$ cat config.mk
export PLATFORM = sky130hd
export DESIGN_NAME = integer_to_ascii_text
export DESIGN_NICKNAME = d
export VERILOG_FILES = /design/src/rtl/core/i2a_pkg.sv /design/src/rtl/core/integer_to_ascii_text.sv /design/src/rtl/core/i2a_digit_unit.sv
export SDC_FILE = /design/constraint.sdc
export NUM_CORES = 1
export LEC_CHECK = 0
export BUFFER_PORTS_ARGS = -buffer_cell sky130_fd_sc_hd__buf_2
export CORE_ASPECT_RATIO = 1.4
export CORE_MARGIN = 3
export CORE_UTILIZATION = 50
export DETAILED_ROUTE_END_ITERATION = 12
export PLACE_DENSITY_LB_ADDON = 0.15
export SLEW_MARGIN = 0
export SYNTH_ARGS = -nofsm -noshare
export SYNTH_HDL_FRONTEND = slang
export SYNTH_SLANG_ARGS = --single-unit
$ cat constraint.sdc
create_clock -name clk -period 4.5 [get_ports clk]
set_input_delay 0.45 -clock clk [delete_from_list [all_inputs] [get_ports clk]]
set_output_delay 0.45 -clock clk [all_outputs]
set_load 0.05 [all_outputs]
$ cat src/rtl/core/i2a_pkg.sv
// shared types, constants and character helper for the integer to ascii text converter
package i2a_pkg;

	// parameter defaults
	localparam int unsigned VALUE_WIDTH_DEF = 32;
	localparam int unsigned MAX_DIGITS_DEF  = 10;

	// fixed field widths
	localparam int unsigned ACTION_W = 2;
	localparam int unsigned IN_W     = 32;
	localparam int unsigned CHAR_W   = 8;
	localparam int unsigned DIGIT_W  = 4;

	// conversion modes
	localparam logic [ACTION_W-1:0] ACT_SDEC = 2'd0;
	localparam logic [ACTION_W-1:0] ACT_UDEC = 2'd1;
	localparam logic [ACTION_W-1:0] ACT_HEX  = 2'd2;
	localparam logic [ACTION_W-1:0] ACT_NONE = 2'd3;

	// ascii codes
	localparam logic [CHAR_W-1:0] CH_ZERO  = 8'h30;
	localparam logic [CHAR_W-1:0] CH_LA    = 8'h61;
	localparam logic [CHAR_W-1:0] CH_MINUS = 8'h2d;
	localparam logic [CHAR_W-1:0] CH_X     = 8'h78;
	localparam logic [DIGIT_W-1:0] DIGIT_NINE = 4'd9;
	localparam logic [CHAR_W-1:0]  HEX_BASE   = 8'd10;

	typedef struct packed {
		logic [ACTION_W-1:0] action;
		logic [IN_W-1:0]     value;
	} in_item_t;

	typedef struct packed {
		logic [CHAR_W-1:0] out_char;
		logic              last;
	} out_item_t;

	// sequencer to digit unit control
	typedef struct packed {
		logic load;
		logic step;
		logic decimal;
		logic bit_in;
	} i2a_ctrl_t;

	function automatic logic [CHAR_W-1:0] digit_char(input logic [DIGIT_W-1:0] d);
		logic [CHAR_W-1:0] d_ext;
		d_ext = {{(CHAR_W-DIGIT_W){1'b0}}, d};
		if (d <= DIGIT_NINE) begin
			return CH_ZERO + d_ext;
		end else begin
			return CH_LA + d_ext - HEX_BASE;
		end
	endfunction

endpackage

$ cat src/rtl/core/integer_to_ascii_text.sv
// top level: integer to ascii text converter with sequencer and output register
//
//  channel   direction  payload      handshake
//  item      in         in_item_t    item_valid / item_ready
//  text      out        out_item_t   text_valid / text_ready
//
// an item passes the idle state, the shift of its value into the digit unit, the scan past
// leading zeros and the characters: a minus sign for a negative signed value, 0x for hex,
// and then the digits, the last of them with the last flag set
// item_ready is high only while the sequencer is idle; the last character may still
// sit in the output register when the next request is taken
// reset clears the sequencer, the output valid and the overflow flag; no clearing pass
// a stalled text channel holds the sequencer in its current character state
module integer_to_ascii_text #(
	parameter int unsigned VALUE_WIDTH = i2a_pkg::VALUE_WIDTH_DEF,
	parameter int unsigned MAX_DIGITS  = i2a_pkg::MAX_DIGITS_DEF
) (
	input  logic                clk,
	input  logic                arst_n,
	input  logic                item_valid,
	output logic                item_ready,
	input  i2a_pkg::in_item_t   item,
	output logic                text_valid,
	input  logic                text_ready,
	output i2a_pkg::out_item_t  text
);
	import i2a_pkg::*;

	localparam int unsigned IDX_W = $clog2(MAX_DIGITS);
	localparam int unsigned CNT_W = $clog2(VALUE_WIDTH + 1);
	localparam int unsigned EXT_W = (VALUE_WIDTH > IN_W) ? VALUE_WIDTH : IN_W;
	localparam logic [IDX_W-1:0] TOP_DEC = IDX_W'(MAX_DIGITS - 1);
	localparam logic [IDX_W-1:0] TOP_HEX = IDX_W'(MAX_DIGITS - 2);
	localparam logic [CNT_W-1:0] CNT_ONE = CNT_W'(1);

	// sequencer states
	localparam logic [2:0] S_IDLE  = 3'd0;
	localparam logic [2:0] S_CONV  = 3'd1;
	localparam logic [2:0] S_SCAN  = 3'd2;
	localparam logic [2:0] S_SIGN  = 3'd3;
	localparam logic [2:0] S_ZERO  = 3'd4;
	localparam logic [2:0] S_XCHR  = 3'd5;
	localparam logic [2:0] S_DIGIT = 3'd6;

	logic [2:0]             state_q;
	logic [CNT_W-1:0]       bit_cnt_q;
	logic [VALUE_WIDTH-1:0] word_q;
	logic                   neg_q;
	logic                   hex_q;
	logic [IDX_W-1:0]       ptr_q;
	logic                   out_valid_q;
	out_item_t              out_q;

	logic [EXT_W-1:0]       value_ext;
	logic [VALUE_WIDTH-1:0] word_in;
	logic                   word_neg;
	logic                   take;
	logic                   out_free;
	logic                   out_load;
	out_item_t              out_next;
	i2a_ctrl_t              ctrl;
	logic [DIGIT_W-1:0]     rd_digit;
	logic                   overflow;

	assign item_ready = (state_q == S_IDLE);
	assign take       = item_valid && item_ready && (item.action != ACT_NONE);
	assign out_free   = !out_valid_q || text_ready;

	// only the low VALUE_WIDTH bits of the request take part
	assign value_ext = EXT_W'(item.value);
	assign word_in   = value_ext[VALUE_WIDTH-1:0];
	assign word_neg  = (item.action == ACT_SDEC) && word_in[VALUE_WIDTH-1];

	// control to the digit unit
	always_comb begin
		ctrl.load    = take;
		ctrl.step    = (state_q == S_CONV);
		ctrl.decimal = !hex_q;
		ctrl.bit_in  = word_q[VALUE_WIDTH-1];
	end

	i2a_digit_unit #(
		.MAX_DIGITS (MAX_DIGITS),
		.IDX_W      (IDX_W)
	) u_digits (
		.clk      (clk),
		.arst_n   (arst_n),
		.ctrl     (ctrl),
		.rd_idx   (ptr_q),
		.rd_digit (rd_digit),
		.overflow (overflow)
	);

	// character for the current emit state
	always_comb begin
		out_load = 1'b0;
		out_next = '{out_char: CH_ZERO, last: 1'b0};
		unique case (state_q)
			S_SIGN: begin
				out_load          = out_free;
				out_next.out_char = CH_MINUS;
			end
			S_ZERO: begin
				out_load          = out_free;
				out_next.out_char = CH_ZERO;
			end
			S_XCHR: begin
				out_load          = out_free;
				out_next.out_char = CH_X;
			end
			S_DIGIT: begin
				out_load          = out_free;
				out_next.out_char = digit_char(rd_digit);
				out_next.last     = (ptr_q == '0);
			end
			default: begin
				out_load = 1'b0;
			end
		endcase
	end

	// sequencer
	always_ff @(posedge clk or negedge arst_n) begin
		if (!arst_n) begin
			state_q   <= S_IDLE;
			bit_cnt_q <= '0;
			ptr_q     <= '0;
			neg_q     <= 1'b0;
			hex_q     <= 1'b0;
		end else begin
			unique case (state_q)
				S_IDLE: begin
					if (take) begin
						neg_q     <= word_neg;
						hex_q     <= (item.action == ACT_HEX);
						bit_cnt_q <= CNT_W'(VALUE_WIDTH);
						state_q   <= S_CONV;
					end
				end
				S_CONV: begin
					bit_cnt_q <= bit_cnt_q - CNT_ONE;
					if (bit_cnt_q == CNT_ONE) begin
						ptr_q   <= hex_q ? TOP_HEX : TOP_DEC;
						state_q <= S_SCAN;
					end
				end
				S_SCAN: begin
					// skip leading zeros unless digits were dropped off the top
					if (!overflow && (ptr_q != '0) && (rd_digit == '0)) begin
						ptr_q <= ptr_q - IDX_W'(1);
					end else if (neg_q) begin
						state_q <= S_SIGN;
					end else if (hex_q) begin
						state_q <= S_ZERO;
					end else begin
						state_q <= S_DIGIT;
					end
				end
				S_SIGN: begin
					if (out_free) begin
						state_q <= hex_q ? S_ZERO : S_DIGIT;
					end
				end
				S_ZERO: begin
					if (out_free) begin
						state_q <= S_XCHR;
					end
				end
				S_XCHR: begin
					if (out_free) begin
						state_q <= S_DIGIT;
					end
				end
				S_DIGIT: begin
					if (out_free) begin
						if (ptr_q == '0) begin
							state_q <= S_IDLE;
						end else begin
							ptr_q <= ptr_q - IDX_W'(1);
						end
					end
				end
				default: begin
					state_q <= S_IDLE;
				end
			endcase
		end
	end

	// magnitude shift register, msb first into the digit unit
	always_ff @(posedge clk) begin
		if (take) begin
			word_q <= word_neg ? (VALUE_WIDTH'(0) - word_in) : word_in;
		end else if (state_q == S_CONV) begin
			word_q <= word_q << 1;
		end
	end

	// output register
	always_ff @(posedge clk or negedge arst_n) begin
		if (!arst_n) begin
			out_valid_q <= 1'b0;
		end else if (out_load) begin
			out_valid_q <= 1'b1;
		end else if (text_ready) begin
			out_valid_q <= 1'b0;
		end
	end

	always_ff @(posedge clk) begin
		if (out_load) begin
			out_q <= out_next;
		end
	end

	assign text_valid = out_valid_q;
	assign text       = out_q;

	// a real request always starts a conversion
	a_start: assert property (@(posedge clk) disable iff (!arst_n)
		take |=> (state_q == S_CONV))
		else $error("request taken but conversion not started");

	// the final digit leaves with the last flag set
	a_last: assert property (@(posedge clk) disable iff (!arst_n)
		(state_q == S_DIGIT && ptr_q == '0 && out_free) |=>
			(text_valid && text.last && state_q == S_IDLE))
		else $error("final digit without last flag");

	// digit pointer stays within the digit register
	a_ptr: assert property (@(posedge clk) disable iff (!arst_n)
		(state_q == S_SCAN || state_q == S_DIGIT) |-> (ptr_q <= TOP_DEC))
		else $error("digit pointer out of range");

	// prefix characters never carry the last flag
	a_prefix: assert property (@(posedge clk) disable iff (!arst_n)
		(out_load && state_q != S_DIGIT) |=> !text.last)
		else $error("prefix character marked last");

endmodule

$ cat src/rtl/core/i2a_digit_unit.sv
// digit register with a shift step shared by decimal and hex and an add-three step for decimal
module i2a_digit_unit #(
	parameter int unsigned MAX_DIGITS = i2a_pkg::MAX_DIGITS_DEF,
	parameter int unsigned IDX_W      = $clog2(MAX_DIGITS)
) (
	input  logic                         clk,
	input  logic                         arst_n,
	input  i2a_pkg::i2a_ctrl_t           ctrl,
	input  logic [IDX_W-1:0]             rd_idx,
	output logic [i2a_pkg::DIGIT_W-1:0]  rd_digit,
	output logic                         overflow
);
	import i2a_pkg::*;

	localparam logic [DIGIT_W-1:0] ADJ_MIN = 4'd5;
	localparam logic [DIGIT_W-1:0] ADJ_ADD = 4'd3;

	logic [DIGIT_W-1:0] digits_q [MAX_DIGITS];
	logic [DIGIT_W-1:0] adj      [MAX_DIGITS];
	logic [DIGIT_W-1:0] shifted  [MAX_DIGITS];
	logic               ovf_q;
	logic               carry;

	// in decimal mode add three to digits of five or more, then shift one bit up the chain
	always_comb begin
		for (int i = 0; i < MAX_DIGITS; i++) begin
			if (ctrl.decimal && digits_q[i] >= ADJ_MIN) begin
				adj[i] = digits_q[i] + ADJ_ADD;
			end else begin
				adj[i] = digits_q[i];
			end
		end
		shifted[0] = {adj[0][DIGIT_W-2:0], ctrl.bit_in};
		for (int i = 1; i < MAX_DIGITS; i++) begin
			shifted[i] = {adj[i][DIGIT_W-2:0], adj[i-1][DIGIT_W-1]};
		end
		// hex keeps one digit fewer
		carry = ctrl.decimal ? adj[MAX_DIGITS-1][DIGIT_W-1] : adj[MAX_DIGITS-2][DIGIT_W-1];
	end

	always_ff @(posedge clk) begin
		if (ctrl.load) begin
			for (int i = 0; i < MAX_DIGITS; i++) begin
				digits_q[i] <= '0;
			end
		end else if (ctrl.step) begin
			for (int i = 0; i < MAX_DIGITS; i++) begin
				digits_q[i] <= shifted[i];
			end
		end
	end

	always_ff @(posedge clk or negedge arst_n) begin
		if (!arst_n) begin
			ovf_q <= 1'b0;
		end else if (ctrl.load) begin
			ovf_q <= 1'b0;
		end else if (ctrl.step) begin
			ovf_q <= ovf_q | carry;
		end
	end

	assign rd_digit = digits_q[rd_idx];
	assign overflow = ovf_q;

endmodule
# Word level (Yosys, flattened, before mapping)
# Memories as Yosys holds them, arrays and structs flattened.
# Cells that the tools add are included.
[op_classes]
n_lt_le_gt_ge = 11
n_reduce_logical = 33
eq_ne = 19
n_bitwise = 11
mux = 55
add_sub_neg = 16
[ops]
columns = ["op", "n"]
rows = [
  ["$mux W32", 3],
  ["$mux W4", 24],
  ["$add A4 B2 Y4 const B", 10],
  ["$ge A4 B3 Y1 const B", 10],
  ["$sub A1 B32 Y32 const A", 1],
  ["$mux W3", 9],
  ["$pmux W8 S3", 1],
  ["$pmux W3 S7", 1],
  ["$ne A2 B2 Y1 const B", 9],
  ["$logic_and A1 B1 Y1", 15],
  ["$mux W1", 12],
  ["$pmux W4 S3", 1],
  ["$pmux W6 S2", 1],
  ["$or A1 B1 Y1", 11],
  ["$eq A3 B3 Y1 const B", 3],
  ["$add A7 B4 Y8 const A", 1],
  ["$logic_not A4 Y1", 2],
  ["$mux W8", 1],
  ["$reduce_and A8 Y1", 1],
  ["$sub A8 B4 Y8 const B", 1],
  ["$add A6 B4 Y7 const A", 1],
  ["$eq A3 B2 Y1 const B", 2],
  ["$eq A6 B1 Y1 const B", 1],
  ["$mux W6", 1],
  ["17 further kinds", 23],
]
[totals]
mem_bits_rw = 40
elab_cells = 156
mem_count = 1
output_inout_bits = 11
reg_bits = 58
input_bits = 38
[memory_table]
columns = ["memory", "depth", "width", "rd", "rd_ports_with_merged_regs", "write_ports", "line", "text"]
rows = [
  ["u_digits.digits_q", 10, 4, 11, 0, 10, "i2a_digit_unit.sv:18", "logic [DIGIT_W-1:0] digits_q [MAX_DIGITS];"],
]

# Depth between registers and ports, before layout
# Gate-level depths: netlist of run 1.
[logic_depth]
depth_word = 7
depth_mapped = 11
mapped_depth_nobuf = 9

# Hierarchy
# From an unflattened synthesis of run 1, not the netlist that was laid out.
[hier_totals]
hier_cells = 633
hier_area_um2 = 6273.5
[modules_own_cells]
columns = ["mod", "area_each_um2", "cells_each", "seq_area_each_um2", "instances"]
rows = [
  ["integer_to_ascii_text", 3388.2, 350, 1601.5, 1],
  ["i2a_digit_unit", 2885.3, 283, 1226.2, 1],
]

# Least setup slack after synthesis of run 1
# OpenSTA, ideal clock, no wires.
[synth_path]
path_type = "register to register"
startpoint = "reg state_q[1]"
endpoint = "mem u_digits.digits_q[0][0] (enable)"
slack_ns = 0.181
path_stages_with_launch = 6
arrival_ns = 3.887
period_less_slack_ns = 4.319
t_required_ns = 4.068
cell_sequence = "dfrtp_1 > clkbuf_1 > nor3_1 > nand3_1 > clkbuf_1 > nand2_1"
[synth_lines]
columns = ["element", "line", "text"]
rows = [
  ["start: declaration", "integer_to_ascii_text.sv:45", "logic [2:0] state_q;"],
  ["start signal: assignment", "integer_to_ascii_text.sv:161", "state_q <= hex_q ? S_ZERO : S_DIGIT;"],
  ["end: declaration", "i2a_digit_unit.sv:18", ""],
]

# Worst setup path after layout of run 1
[layout_path]
startpoint = "reg ptr_q[1]"
endpoint = "reg ptr_q[3]"
[layout_between]
elab_chain_len = 5
word_cells_on_any_way = 14
cone_classes = "1 x add/sub; 2 x eq/ne; 4 x mux; 6 x reduce/logical; 1 x memory"
[layout_lines]
columns = ["element", "line", "text"]
rows = [
  ["start: declaration", "integer_to_ascii_text.sv:50", "logic [IDX_W-1:0] ptr_q;"],
  ["start signal: assignment", "integer_to_ascii_text.sv:143", "ptr_q <= hex_q ? TOP_HEX : TOP_DEC;"],
  ["start signal: assignment", "integer_to_ascii_text.sv:150", "ptr_q <= ptr_q - IDX_W'(1);"],
  ["start signal: assignment", "integer_to_ascii_text.sv:179", "ptr_q <= ptr_q - IDX_W'(1);"],
  ["$mem_v2 Z10 W4 or $reduce_bool A4 Y1 (tied branches)", "--", ""],
  ["$logic_not A4 Y1 or $logic_and A1 B1 Y1 (tied branches)", "integer_to_ascii_text.sv:149", "if (!overflow && (ptr_q != '0) && (rd_digit == '0)) begin"],
  ["$logic_and A1 B1 Y1", "integer_to_ascii_text.sv:149", ""],
  ["$ne A2 B2 Y1 (no line)", "--", ""],
  ["$reduce_and A5 Y1 (no line)", "--", ""],
]
# Several ways; a longest one is shown, not always the timed one. The select of a mux whose other input is x is not followed.
# A chain may end at the register's enable or synchronous reset.

==> results of run 1 <==
-- per-layer routing --
layer  vias to the layer above  routed length [um]  track usage
met5                         -                   0            0
met4                         0                 337      0.08656
met3                        23                 393      0.03293
met2                        83                6664       0.3486
met1                      2219                5440       0.2243
li1                       2343                   -            -
-- stage by stage --
step | instance area, um2 | std cells | hold WS (ns) | setup WS (ns)
after floorplan | 6180 | 631 | 0.1544 | 0.1812
after global placement | 6513 | 800 | 0.4080 | 1.344
after detailed placement | 6513 | 800 | 0.4154 | 1.262
after CTS | 6809 | 816 | 0.03478 | 1.249
after global routing | 6809 | 816 | 0.05421 | 1.092
final | 6809 | 816 | 0.02585 | 1.256
-- synth_stat cells (3+ instances only) --
master     n  area share
a211oi_1  13       0.016
nor3_1    10      0.0081
nand2b_1  18       0.018
buf_1      4      0.0024
inv_1     35       0.021
a31oi_1    6      0.0061
buf_2      3      0.0024
nand3_1    7      0.0057
edfxtp_1  80        0.39
or4_1     12       0.015
o31a_1     3      0.0043
xor2_1    20       0.028
a21oi_1   43       0.035
o22ai_1    5      0.0051
nand3b_1   3      0.0036
mux2_2     4      0.0073
xnor2_1   31       0.044
nor2b_1    7      0.0071
o21ai_0   54       0.044
o211ai_1   9       0.011
o31ai_1    5      0.0061
clkbuf_1  20       0.012
dfrtp_1   17       0.069
ha_1      27       0.055
nor2_1    78       0.047
mux2i_1   11       0.018
nor4_1     3      0.0030
nand2_1   51       0.031
-- sequential cells by signal (all words and copies together), names as in the netlist --
signal	cells
word_q	32
bit_cnt_q	6
text	8
hex_q	1
text_valid	1
u_digits.overflow	1
ptr_q	4
state_q	3
u_digits.digits_q	40
neg_q	1
-- cells by family after synthesis --
logic type      after synthesis  share of synthesized area
buf+inv                      66                    0.04312
fa+ha+maj                    27                    0.05467
simple gates                210                     0.1715
xor+xnor                     51                    0.07228
flops                        97                     0.4576
mux                          18                    0.03482
compound gates              161                     0.1654
other cells                   1                  0.0006068
-- worst max-delay path, stage by stage (launching register included) --
cell	delay [ns]
dfrtp_1	0.88
mux4_2	0.41
a221oi_1	0.63
ha_1	0.26
nand3b_1	0.12
o31a_1	0.35
o21ai_1	0.12
or3b_1	0.35
-- final cells by class --
cell class	instances	area (um2)	share of cell area
Inverter	36	135.1	0.01985
Sequential cell	97	2828	0.4153
Clock buffer	9	225.2	0.03308
Tap cell	147	183.9	0.02701
Timing Repair Buffer	52	272.8	0.04006
Clock inverter	7	71.32	0.01047
Multi-Input combinational cell	468	3093	0.4542
-- power breakdown --
group | internal, uW | switching, uW
combinational | 854 | 1340
sequential | 1610 | 476
clock | 430 | 343
total | 2890 | 2160
-- worst max-delay path by stage --
stage,to,slack [ns],startpoint,cells after the start
floorplan,u_digits.digits_q[0][0]$_SDFFCE_PN0P_,0.18,state_q[1]$_DFFE_PN0P_,5
global placement,ptr_q[3]$_DFFE_PN0P_,1.34,ptr_q[1]$_DFFE_PN0P_,7
detailed placement,ptr_q[3]$_DFFE_PN0P_,1.26,ptr_q[1]$_DFFE_PN0P_,7
CTS,ptr_q[3]$_DFFE_PN0P_,1.25,ptr_q[1]$_DFFE_PN0P_,7
global route,ptr_q[3]$_DFFE_PN0P_,1.09,ptr_q[1]$_DFFE_PN0P_,7
finish,ptr_q[3]$_DFFE_PN0P_,1.26,ptr_q[1]$_DFFE_PN0P_,7
==> flow_metrics.py, run 1 <==
metrics = {
    "clocking": {
        "post_cts_resized": 0,
        "cts_tree": "done",
        "clock_path_buffers": 2,
        "tritoncts_num_sinks": 97,
        "cts_inserted_buffers": 9,
        "clk_root_buffer_cell": "clkbuf_16",
        "cts.clk_slew.worst_paths_ns": 0.07,
        "cts-hold-fix-buffers": 0,
        "post_cts_setup_repair_buffer_count": 0,
        "clk-insertion-delay-late_ns": 0.35,
        "htreeDepth": 3,
    },
    "synthesis": {
        "seq_area_frac_synth": 0.4576,
        "synthDistinctLibCells": 68,
        "synth.cell_area_um2": 6180,
        "synthesis.yosys.warnings": 0,
        "async_reset_ff_frac": 0.1753,
        "syn_area_per_cell_um2": 9.793,
        "yosys_register_bits": 97,
        "synthCells": 631,
        "dominantRegCellSynth": "edfxtp_1",
        "postSynthNetCount": 696,
        "synth_edf_count": 80,
    },
    "timing": {
        "finalCritPeriodShare": 0.7209,
        "setup-tns-final_ns": 0,
        "slew_headroom": 0.4562,
        "final_setup_violations": 0,
        "worst-slew-pin-transition_ns": 0.8157,
        "achievable-frequency_ghz": 0.3083,
        "clock_skew_ns": 0.006526,
        "finalMaxSlewViolations": 0,
        "finalHoldViolCount": 0,
        "grt_setup_unrepaired": "false",
        "final_period_minus_worst_setup_slack_ns": 3.244,
    },
    "finish": {
        "area_delta_synth_final_pct": 10.18,
        "drive_above_1_share": 0.1405,
        "final_common_cell": "edfxtp_1",
        "layout.core_utilization": 0.5704,
        "num-nets-final": 729,
        "nFillCells": 1078,
        "n_antenna_cell": 0,
        "most-common-layout-cells": "edfxtp_1, nor2_1, o21ai_0, nand2_1, buf_2",
    },
    "worst_setup_path": {
        "critPathKind": "register to register",
        "timing.critical_path.from_type": "register",
        "worst-endpoint-arrival_ns": 3.47,
        "reg2reg_slack_ns": 1.26,
        "cp-end-kind": "register",
        "critPathRequiredTime_ns": 4.73,
        "timing.rr.end": "ptr_q[3]$_DFFE_PN0P_",
        "worst_r2r_path_depth": 7,
        "critical_path.reg2reg.startpoint": "ptr_q[1]$_DFFE_PN0P_",
        "timing.critical_path.fanout_max": 18,
    },
    "routing": {
        "avgRoutedWirePerCell_um": 15.73,
        "drc_violation_count_after_routing": 0,
        "antenna_violating_nets_post_route": 0,
        "final_routed_wirelength_mm": 12.84,
        "drt-initial-drc-count": 202,
        "route.detailed.vias_per_inst": 5.721,
        "detailed_routing_iterations_pass_1": 4,
        "vias": 4668,
    },
    "global_routing": {
        "grt_pass1_wl_mm": 21.16,
        "globalRoute.totalOverflow": 0,
        "via_count_of_the_first_global_routing_pass": 4514,
        "grt_max_degree": 69,
        "grt_antenna_before_repair": 0,
        "groute.usage.overall": 0.1939,
    },
    "floorplanning": {
        "rows": 47,
        "chipHeight_um": 137.5,
        "width_of_the_chip_um": 99.96,
        "design.die.area_um2": 13750,
        "io_pins": 49,
        "start_util": 0.5177,
        "core-area_um2": 11940,
    },
    "power": {
        "leakage_uw": 0.002614,
        "power_density_nw_per_um2": 741.9,
        "p_total_uw": 5052,
        "max-vdd-ir-drop_uv": 258.2,
    },
    "placement": {
        "numPortBuffers": 47,
        "hpwl_mm": 9.336,
        "routabilityCongestion": 0.8358,
    },
    "hold_path": {
        "hold_path.class": "input pin to asynchronous set/reset pin",
    },
    "job": {
        "timing.max_cap.violations": 0,
    },
    "status": {
        "outcome": "completed",
    },
}
(Power assumes the default switching activity.)
==> run 2, diff against run 1 <==
Settings changed: ABC_AREA set to 1.
Clock period 4.5 ns to 3.4 ns, I/O delays scaled along.
==> run 2 against run 1 <==
Against the previous run: via count rose by 17%; sequential cell count did not move; combinational power up 38%; register-to-register slack worse by 0.69 ns; power increased by 30%; sequential share of layout area down 1.2 points; non-clock buffer count is 4 higher; largest cell class unchanged.
==> flow_metrics.py, run 2 <==
metrics = {
    "global_routing": {
        "globalRoute.totalOverflow": 0,
        "grt_pass1_wl_mm": 23.91,
        "grt_antenna_before_repair": 0,
        "grt_max_degree": 56,
        "groute.usage.overall": 0.2082,
        "via_count_of_the_first_global_routing_pass": 5395,
    },
    "status": {
        "outcome": "completed",
    },
    "timing": {
        "setup-tns-final_ns": 0,
        "final_period_minus_worst_setup_slack_ns": 2.835,
        "finalCritPeriodShare": 0.8337,
        "final.setup.worst_slack_ns": 0.5653,
        "worst-slew-pin-transition_ns": 0.5638,
        "grt_setup_unrepaired": "false",
        "final_setup_violations": 0,
        "slew_headroom": 0.6241,
        "finalMaxSlewViolations": 0,
        "achievable-frequency_ghz": 0.3528,
        "clock_skew_ns": 0.006738,
        "finalHoldViolCount": 0,
    },
    "routing": {
        "vias": 5459,
        "detailed_routing_iterations_pass_1": 5,
        "drt-initial-drc-count": 227,
        "route.detailed.vias_per_inst": 5.432,
        "antenna_violating_nets_post_route": 0,
        "avgRoutedWirePerCell_um": 13.89,
        "final_routed_wirelength_mm": 13.96,
        "drc_violation_count_after_routing": 0,
    },
    "floorplanning": {
        "start_util": 0.5226,
        "chipHeight_um": 138.8,
        "width_of_the_chip_um": 100.9,
        "io_pins": 49,
        "core-area_um2": 12060,
        "design.die.area_um2": 14000,
        "rows": 47,
    },
    "worst_setup_path": {
        "cp-end-kind": "register",
        "critPathRequiredTime_ns": 3.48,
        "critPathKind": "register to register",
        "timing.critical_path.from_type": "register",
        "timing.critical_path.fanout_max": 20,
        "worst-endpoint-arrival_ns": 2.91,
        "reg2reg_slack_ns": 0.57,
    },
    "placement": {
        "routabilityCongestion": 0.8998,
        "post-place-ws_ns": 0.5915,
        "numPortBuffers": 47,
        "hpwl_mm": 10.54,
    },
    "finish": {
        "drive_above_1_share": 0.09674,
        "layout.core_utilization": 0.5812,
        "n_antenna_cell": 0,
        "number_of_flip_flops_in_the_largest_register": 40,
        "final_common_cell": "nand2_1",
        "area_delta_synth_final_pct": 11.22,
        "num-nets-final": 918,
        "most-common-layout-cells": "nand2_1, inv_1, o21ai_0, edfxtp_1, nand3_1",
        "largest-register": "u_digits.digits_q",
    },
    "clocking": {
        "tritoncts_num_sinks": 97,
        "cts_tree": "done",
        "htreeDepth": 3,
        "cts.clk_slew.worst_paths_ns": 0.07,
        "clk_root_buffer_cell": "clkbuf_16",
        "post_cts_setup_repair_buffer_count": 0,
        "clock_path_buffers": 2,
        "clk-insertion-delay-late_ns": 0.34,
        "cts_inserted_buffers": 9,
    },
    "synthesis": {
        "synth_top_cells_by_count": "nand2_1, inv_1, o21ai_0",
        "dominantRegCellSynth": "edfxtp_1",
        "syn_area_per_cell_um2": 7.787,
        "synthDistinctLibCells": 39,
        "async_reset_ff_frac": 0.1753,
        "post-synth-top-area-cell": "edfxtp_1",
        "synthesis.yosys.warnings": 0,
        "yosys_register_bits": 97,
        "synth_area_leaders": "edfxtp_1, nand2_1, dfrtp_1",
        "synth_edf_count": 80,
        "synthCells": 809,
        "synthMostInstantiatedCell": "nand2_1",
        "synth.cell_area_um2": 6300,
        "seq_area_frac_synth": 0.4489,
        "synth_largest_type_area_fraction": 0.3813,
        "postSynthNetCount": 874,
    },
    "power": {
        "leakage_uw": 0.003192,
        "max-vdd-ir-drop_uv": 343.9,
        "power_density_nw_per_um2": 936.6,
    },
    "hold_path": {
        "hold_path.class": "input pin to register",
    },
    "job": {
        "timing.max_cap.violations": 0,
    },
}
==> run 2: changes by cell type after synthesis, moves of 12 or more <==
| cell | delta |
|---|---|
| nand2_1 | +165 |
| nand3_1 | +60 |
| or4_1 | -12 |
| nor2_1 | -17 |
| nand2b_1 | -18 |
| inv_1 | +75 |
| xnor2_1 | -28 |
| o21ai_0 | +28 |
==> run 2: per-stage QoR <==
step	hold WS [ns]	instance area [um2]	power [uW]	instances
2_1_floorplan	0.04441	6302	4698	809
6_report	0.3036	7007	6563	1005
4_1_cts	0.2910	7007	6606	1005
3_3_place_gp	0.2841	6671	5352	988
3_5_place_dp	0.2921	6671	5492	988
5_1_grt	0.3041	7007	7161	1005
==> run 2: layer usage <==
metal	up-vias	wire, um	GRT usage
met4	0	405	0.09297
met1	2527	5620	0.2386
met2	124	7425	0.3763
met5	-	0	0
li1	2774	-	-
met3	34	508	0.02768
==> run 2: final timing paths <==
kind / from / end / cells past startpoint
worst max-delay path: ptr_q[0]$_DFFE_PN0P_ / text[6]$_SDFFCE_PN1P_ / 14
worst min-delay path: item[33] / hex_q$_DFFE_PN0P_ / 2
worst max register to register: ptr_q[0]$_DFFE_PN0P_ / text[6]$_SDFFCE_PN1P_ / 14
worst min register to register: bit_cnt_q[5]$_DFFE_PN0P_ / bit_cnt_q[5]$_DFFE_PN0P_ / 1
max in group asynchronous: arst_n / bit_cnt_q[0]$_DFFE_PN0P_ / 2
min in group asynchronous: arst_n / text_valid$_DFFE_PN0P_ / 2
==> run 2: timing repair <==
| item | 4_1_cts | 5_1_grt |
|---|---|---|
| hold buffers | 1 | 0 |
| hold endpoints to repair | 17 | 0 |
| resized for setup | 0 | 0 |
==> run 2: cells by family (layout without fill, tap and decap cells) <==
| family | Yosys count | count (layout) | share of synthesized area |
|---|---|---|---|
| AO/OA/AOI/OAI | 156 | 156 | 0.1380 |
| other | 1 | 1 | 0.0005953 |
| adder cells (fa/ha/maj) | 27 | 27 | 0.05362 |
| flip-flops | 97 | 97 | 0.4489 |
| buffers and inverters | 136 | 185 | 0.08481 |
| AND/OR/NAND/NOR | 372 | 372 | 0.2463 |
| XOR/XNOR | 20 | 20 | 0.02781 |
==> run 2: report_power, final <==
group / switching (uW) / internal (uW) / leakage, uW
sequential: 348 / 2110 / 0.000980
combinational: 2110 / 903 / 0.00206
clock: 431 / 656 / 0.000158
total: 2890 / 3670 / 0.00319
==> run 2: worst max-delay path, stage by stage (launching register included) <==
cell	delay [ns]
dfrtp_1	0.37
inv_1	0.41
a21oi_1	0.11
o21ai_0	0.10
nand2_1	0.08
nand2_1	0.06
nand2_1	0.05
nor2_1	0.31
inv_1	0.12
ha_1	0.19
or2_2	0.27
nand2_1	0.11
nand2_1	0.11
nor2_1	0.18
nand3_1	0.09
==> run 2: layout make-up <==
class,count,area [um2]
Fill cell,1105,5049
Multi-Input combinational cell,576,2940
Sequential cell,97,2828
Inverter,113,424.2
Timing Repair Buffer,56,305.3
Clock buffer,13,281.5
Tap cell,147,183.9
Clock inverter,3,43.79
==> run 3, diff against run 2 <==
Settings changed: ABC_AREA 1 to 0.
Clock period 3.4 ns to 2.8 ns, I/O delays scaled along.
==> run 3 against run 2 <==
Against the previous run: register-to-register slack got worse by 0.42 ns; fmax rose by 6.8%; largest cell class unchanged; via count fell by 13%; clock skew barely moved.
==> flow_metrics.py, run 3 (synthesized netlist as in run 1, its figures left out) <==
metrics = {
    "routing": {
        "route.detailed.vias_per_inst": 5.734,
        "detailed_routing_iterations_pass_1": 4,
        "drt-initial-drc-count": 181,
        "final_routed_wirelength_mm": 12.74,
        "avgRoutedWirePerCell_um": 15.38,
        "drc_violation_count_after_routing": 0,
        "vias": 4748,
        "antenna_violating_nets_post_route": 0,
    },
    "finish": {
        "area_delta_synth_final_pct": 13.02,
        "drive_above_1_share": 0.1659,
        "n_antenna_cell": 0,
        "number_of_flip_flops_in_the_largest_register": 40,
        "final_common_cell": "edfxtp_1",
        "largest-register": "u_digits.digits_q",
        "finalInstanceArea_um2": 6984,
        "num-nets-final": 741,
        "most-common-layout-cells": "edfxtp_1, nor2_1, o21ai_0, nand2_1, buf_2",
    },
    "clocking": {
        "cts_inserted_buffers": 9,
        "clk-insertion-delay-late_ns": 0.34,
        "cts.clk_slew.worst_paths_ns": 0.07,
        "htreeDepth": 3,
        "tritoncts_num_sinks": 97,
        "cts_tree": "done",
        "clk_root_buffer_cell": "clkbuf_16",
        "clock_path_buffers": 2,
    },
    "timing": {
        "clock_skew_ns": 0.006330,
        "final.setup.worst_slack_ns": 0.1469,
        "hold-worst-slack_ns": 0.2179,
        "finalCritPeriodShare": 0.9475,
        "setup-tns-final_ns": 0,
        "finalMaxSlewViolations": 0,
        "achievable-frequency_ghz": 0.3769,
        "finalHoldViolCount": 0,
        "final_setup_violations": 0,
        "worst-slew-pin-transition_ns": 0.9859,
        "final_period_minus_worst_setup_slack_ns": 2.653,
        "slew_headroom": 0.3427,
        "grt_setup_unrepaired": "false",
    },
    "worst_setup_path": {
        "worst-endpoint-arrival_ns": 2.88,
        "timing.critical_path.fanout_max": 5,
        "timing.critical_path.from_type": "register",
        "crit_path_top_delay_cell": "mux4_2",
        "cp_top_family": "compound AO/OA/AOI/OAI gates",
        "cp_num_buf_inv": 0,
        "critPathKind": "register to register",
        "cp-end-kind": "register",
        "cp_slowest_stage_delay_ns": 0.55,
        "path_cells": "mux4_2, a221oi_4, ha_2, nand3b_1, o31a_1, o21ai_1, or3b_1",
        "critPathRequiredTime_ns": 3.02,
    },
    "global_routing": {
        "via_count_of_the_first_global_routing_pass": 4737,
        "grt_antenna_before_repair": 0,
        "grt_pass1_wl_mm": 21.53,
        "grt-busiest-layer": "met2",
        "groute.usage.overall": 0.1943,
        "globalRoute.totalOverflow": 0,
        "gr-usage-met1": 0.2243,
        "grt_max_degree": 68,
        "grtUsageMet2": 0.3589,
        "grt.met3_usage": 0.02989,
    },
    "floorplanning": {
        "io_pins": 49,
        "start_util": 0.5177,
        "chipHeight_um": 137.5,
        "core-area_um2": 11940,
        "design.die.area_um2": 13750,
        "width_of_the_chip_um": 99.96,
        "rows": 47,
    },
    "power": {
        "leakage_uw": 0.002699,
        "power_density_nw_per_um2": 1201,
        "max-vdd-ir-drop_uv": 472.6,
    },
    "status": {
        "outcome": "completed",
    },
    "placement": {
        "placedInstanceArea_um2": 6639,
        "routabilityCongestion": 0.8486,
        "post-place-ws_ns": 0.07481,
        "hpwl_mm": 9.438,
        "numPortBuffers": 47,
    },
    "job": {
        "timing.max_cap.violations": 0,
    },
    "hold_path": {
        "hold_path.class": "input pin to register",
    },
}
-- run 3: repair_timing --
action / 4_1_cts / 5_1_grt
buffers inserted: 0 / 0
hold buffers: 1 / 0
gates resized for setup: 0 / 7
endpoints found under the setup margin: 0 / 9
endpoints found under the hold margin: 17 / 0
-- run 3: final cells by class --
type,count,area [um2]
Sequential cell,97,2830
Inverter,36,135.1
Timing Repair Buffer,64,390.4
Clock inverter,6,45.04
Multi-Input combinational cell,468,3149
Tap cell,147,183.9
Fill cell,1096,4954
Clock buffer,10,250.2
-- run 3: path summary, 6_finish.rpt --
path / startpoint / end / slack (ns) / cells past startpoint
max: ptr_q[0]$_DFFE_PN0P_ / ptr_q[3]$_DFFE_PN0P_ / 0.15 / 7
min: item[33] / hex_q$_DFFE_PN0P_ / 0.22 / 2
max reg2reg: ptr_q[0]$_DFFE_PN0P_ / ptr_q[3]$_DFFE_PN0P_ / 0.15 / 7
min reg2reg: u_digits.overflow$_DFFE_PN0P_ / u_digits.overflow$_DFFE_PN0P_ / 0.53 / 2
max in group asynchronous: arst_n / ptr_q[0]$_DFFE_PN0P_ / 2.07 / 2
min in group asynchronous: arst_n / hex_q$_DFFE_PN0P_ / 0.41 / 2
-- run 3: report_power, final --
part           switching (uW)  internal, uW  total (uW)
sequential                646          2590        3230
clock                     557           665        1220
combinational            2370          1570        3940
-- run 3: per-layer routing --
layer  wire [um]  vias up  share of wire
li1            -     2376              -
met1        5337     2267           0.42
met2        6807       85           0.53
met3         375       20          0.029
met4         215        0          0.017
met5           0        -              0
-- run 3: through the flow --
step           std cells  utilization  power, uW
3_5_place_dp         811       0.5561       7103
3_3_place_gp         811       0.5561       6933
5_1_grt              828       0.5851       9061
6_report             828       0.5851       8391
4_1_cts              828       0.5817       8358
2_1_floorplan        631            -       6019
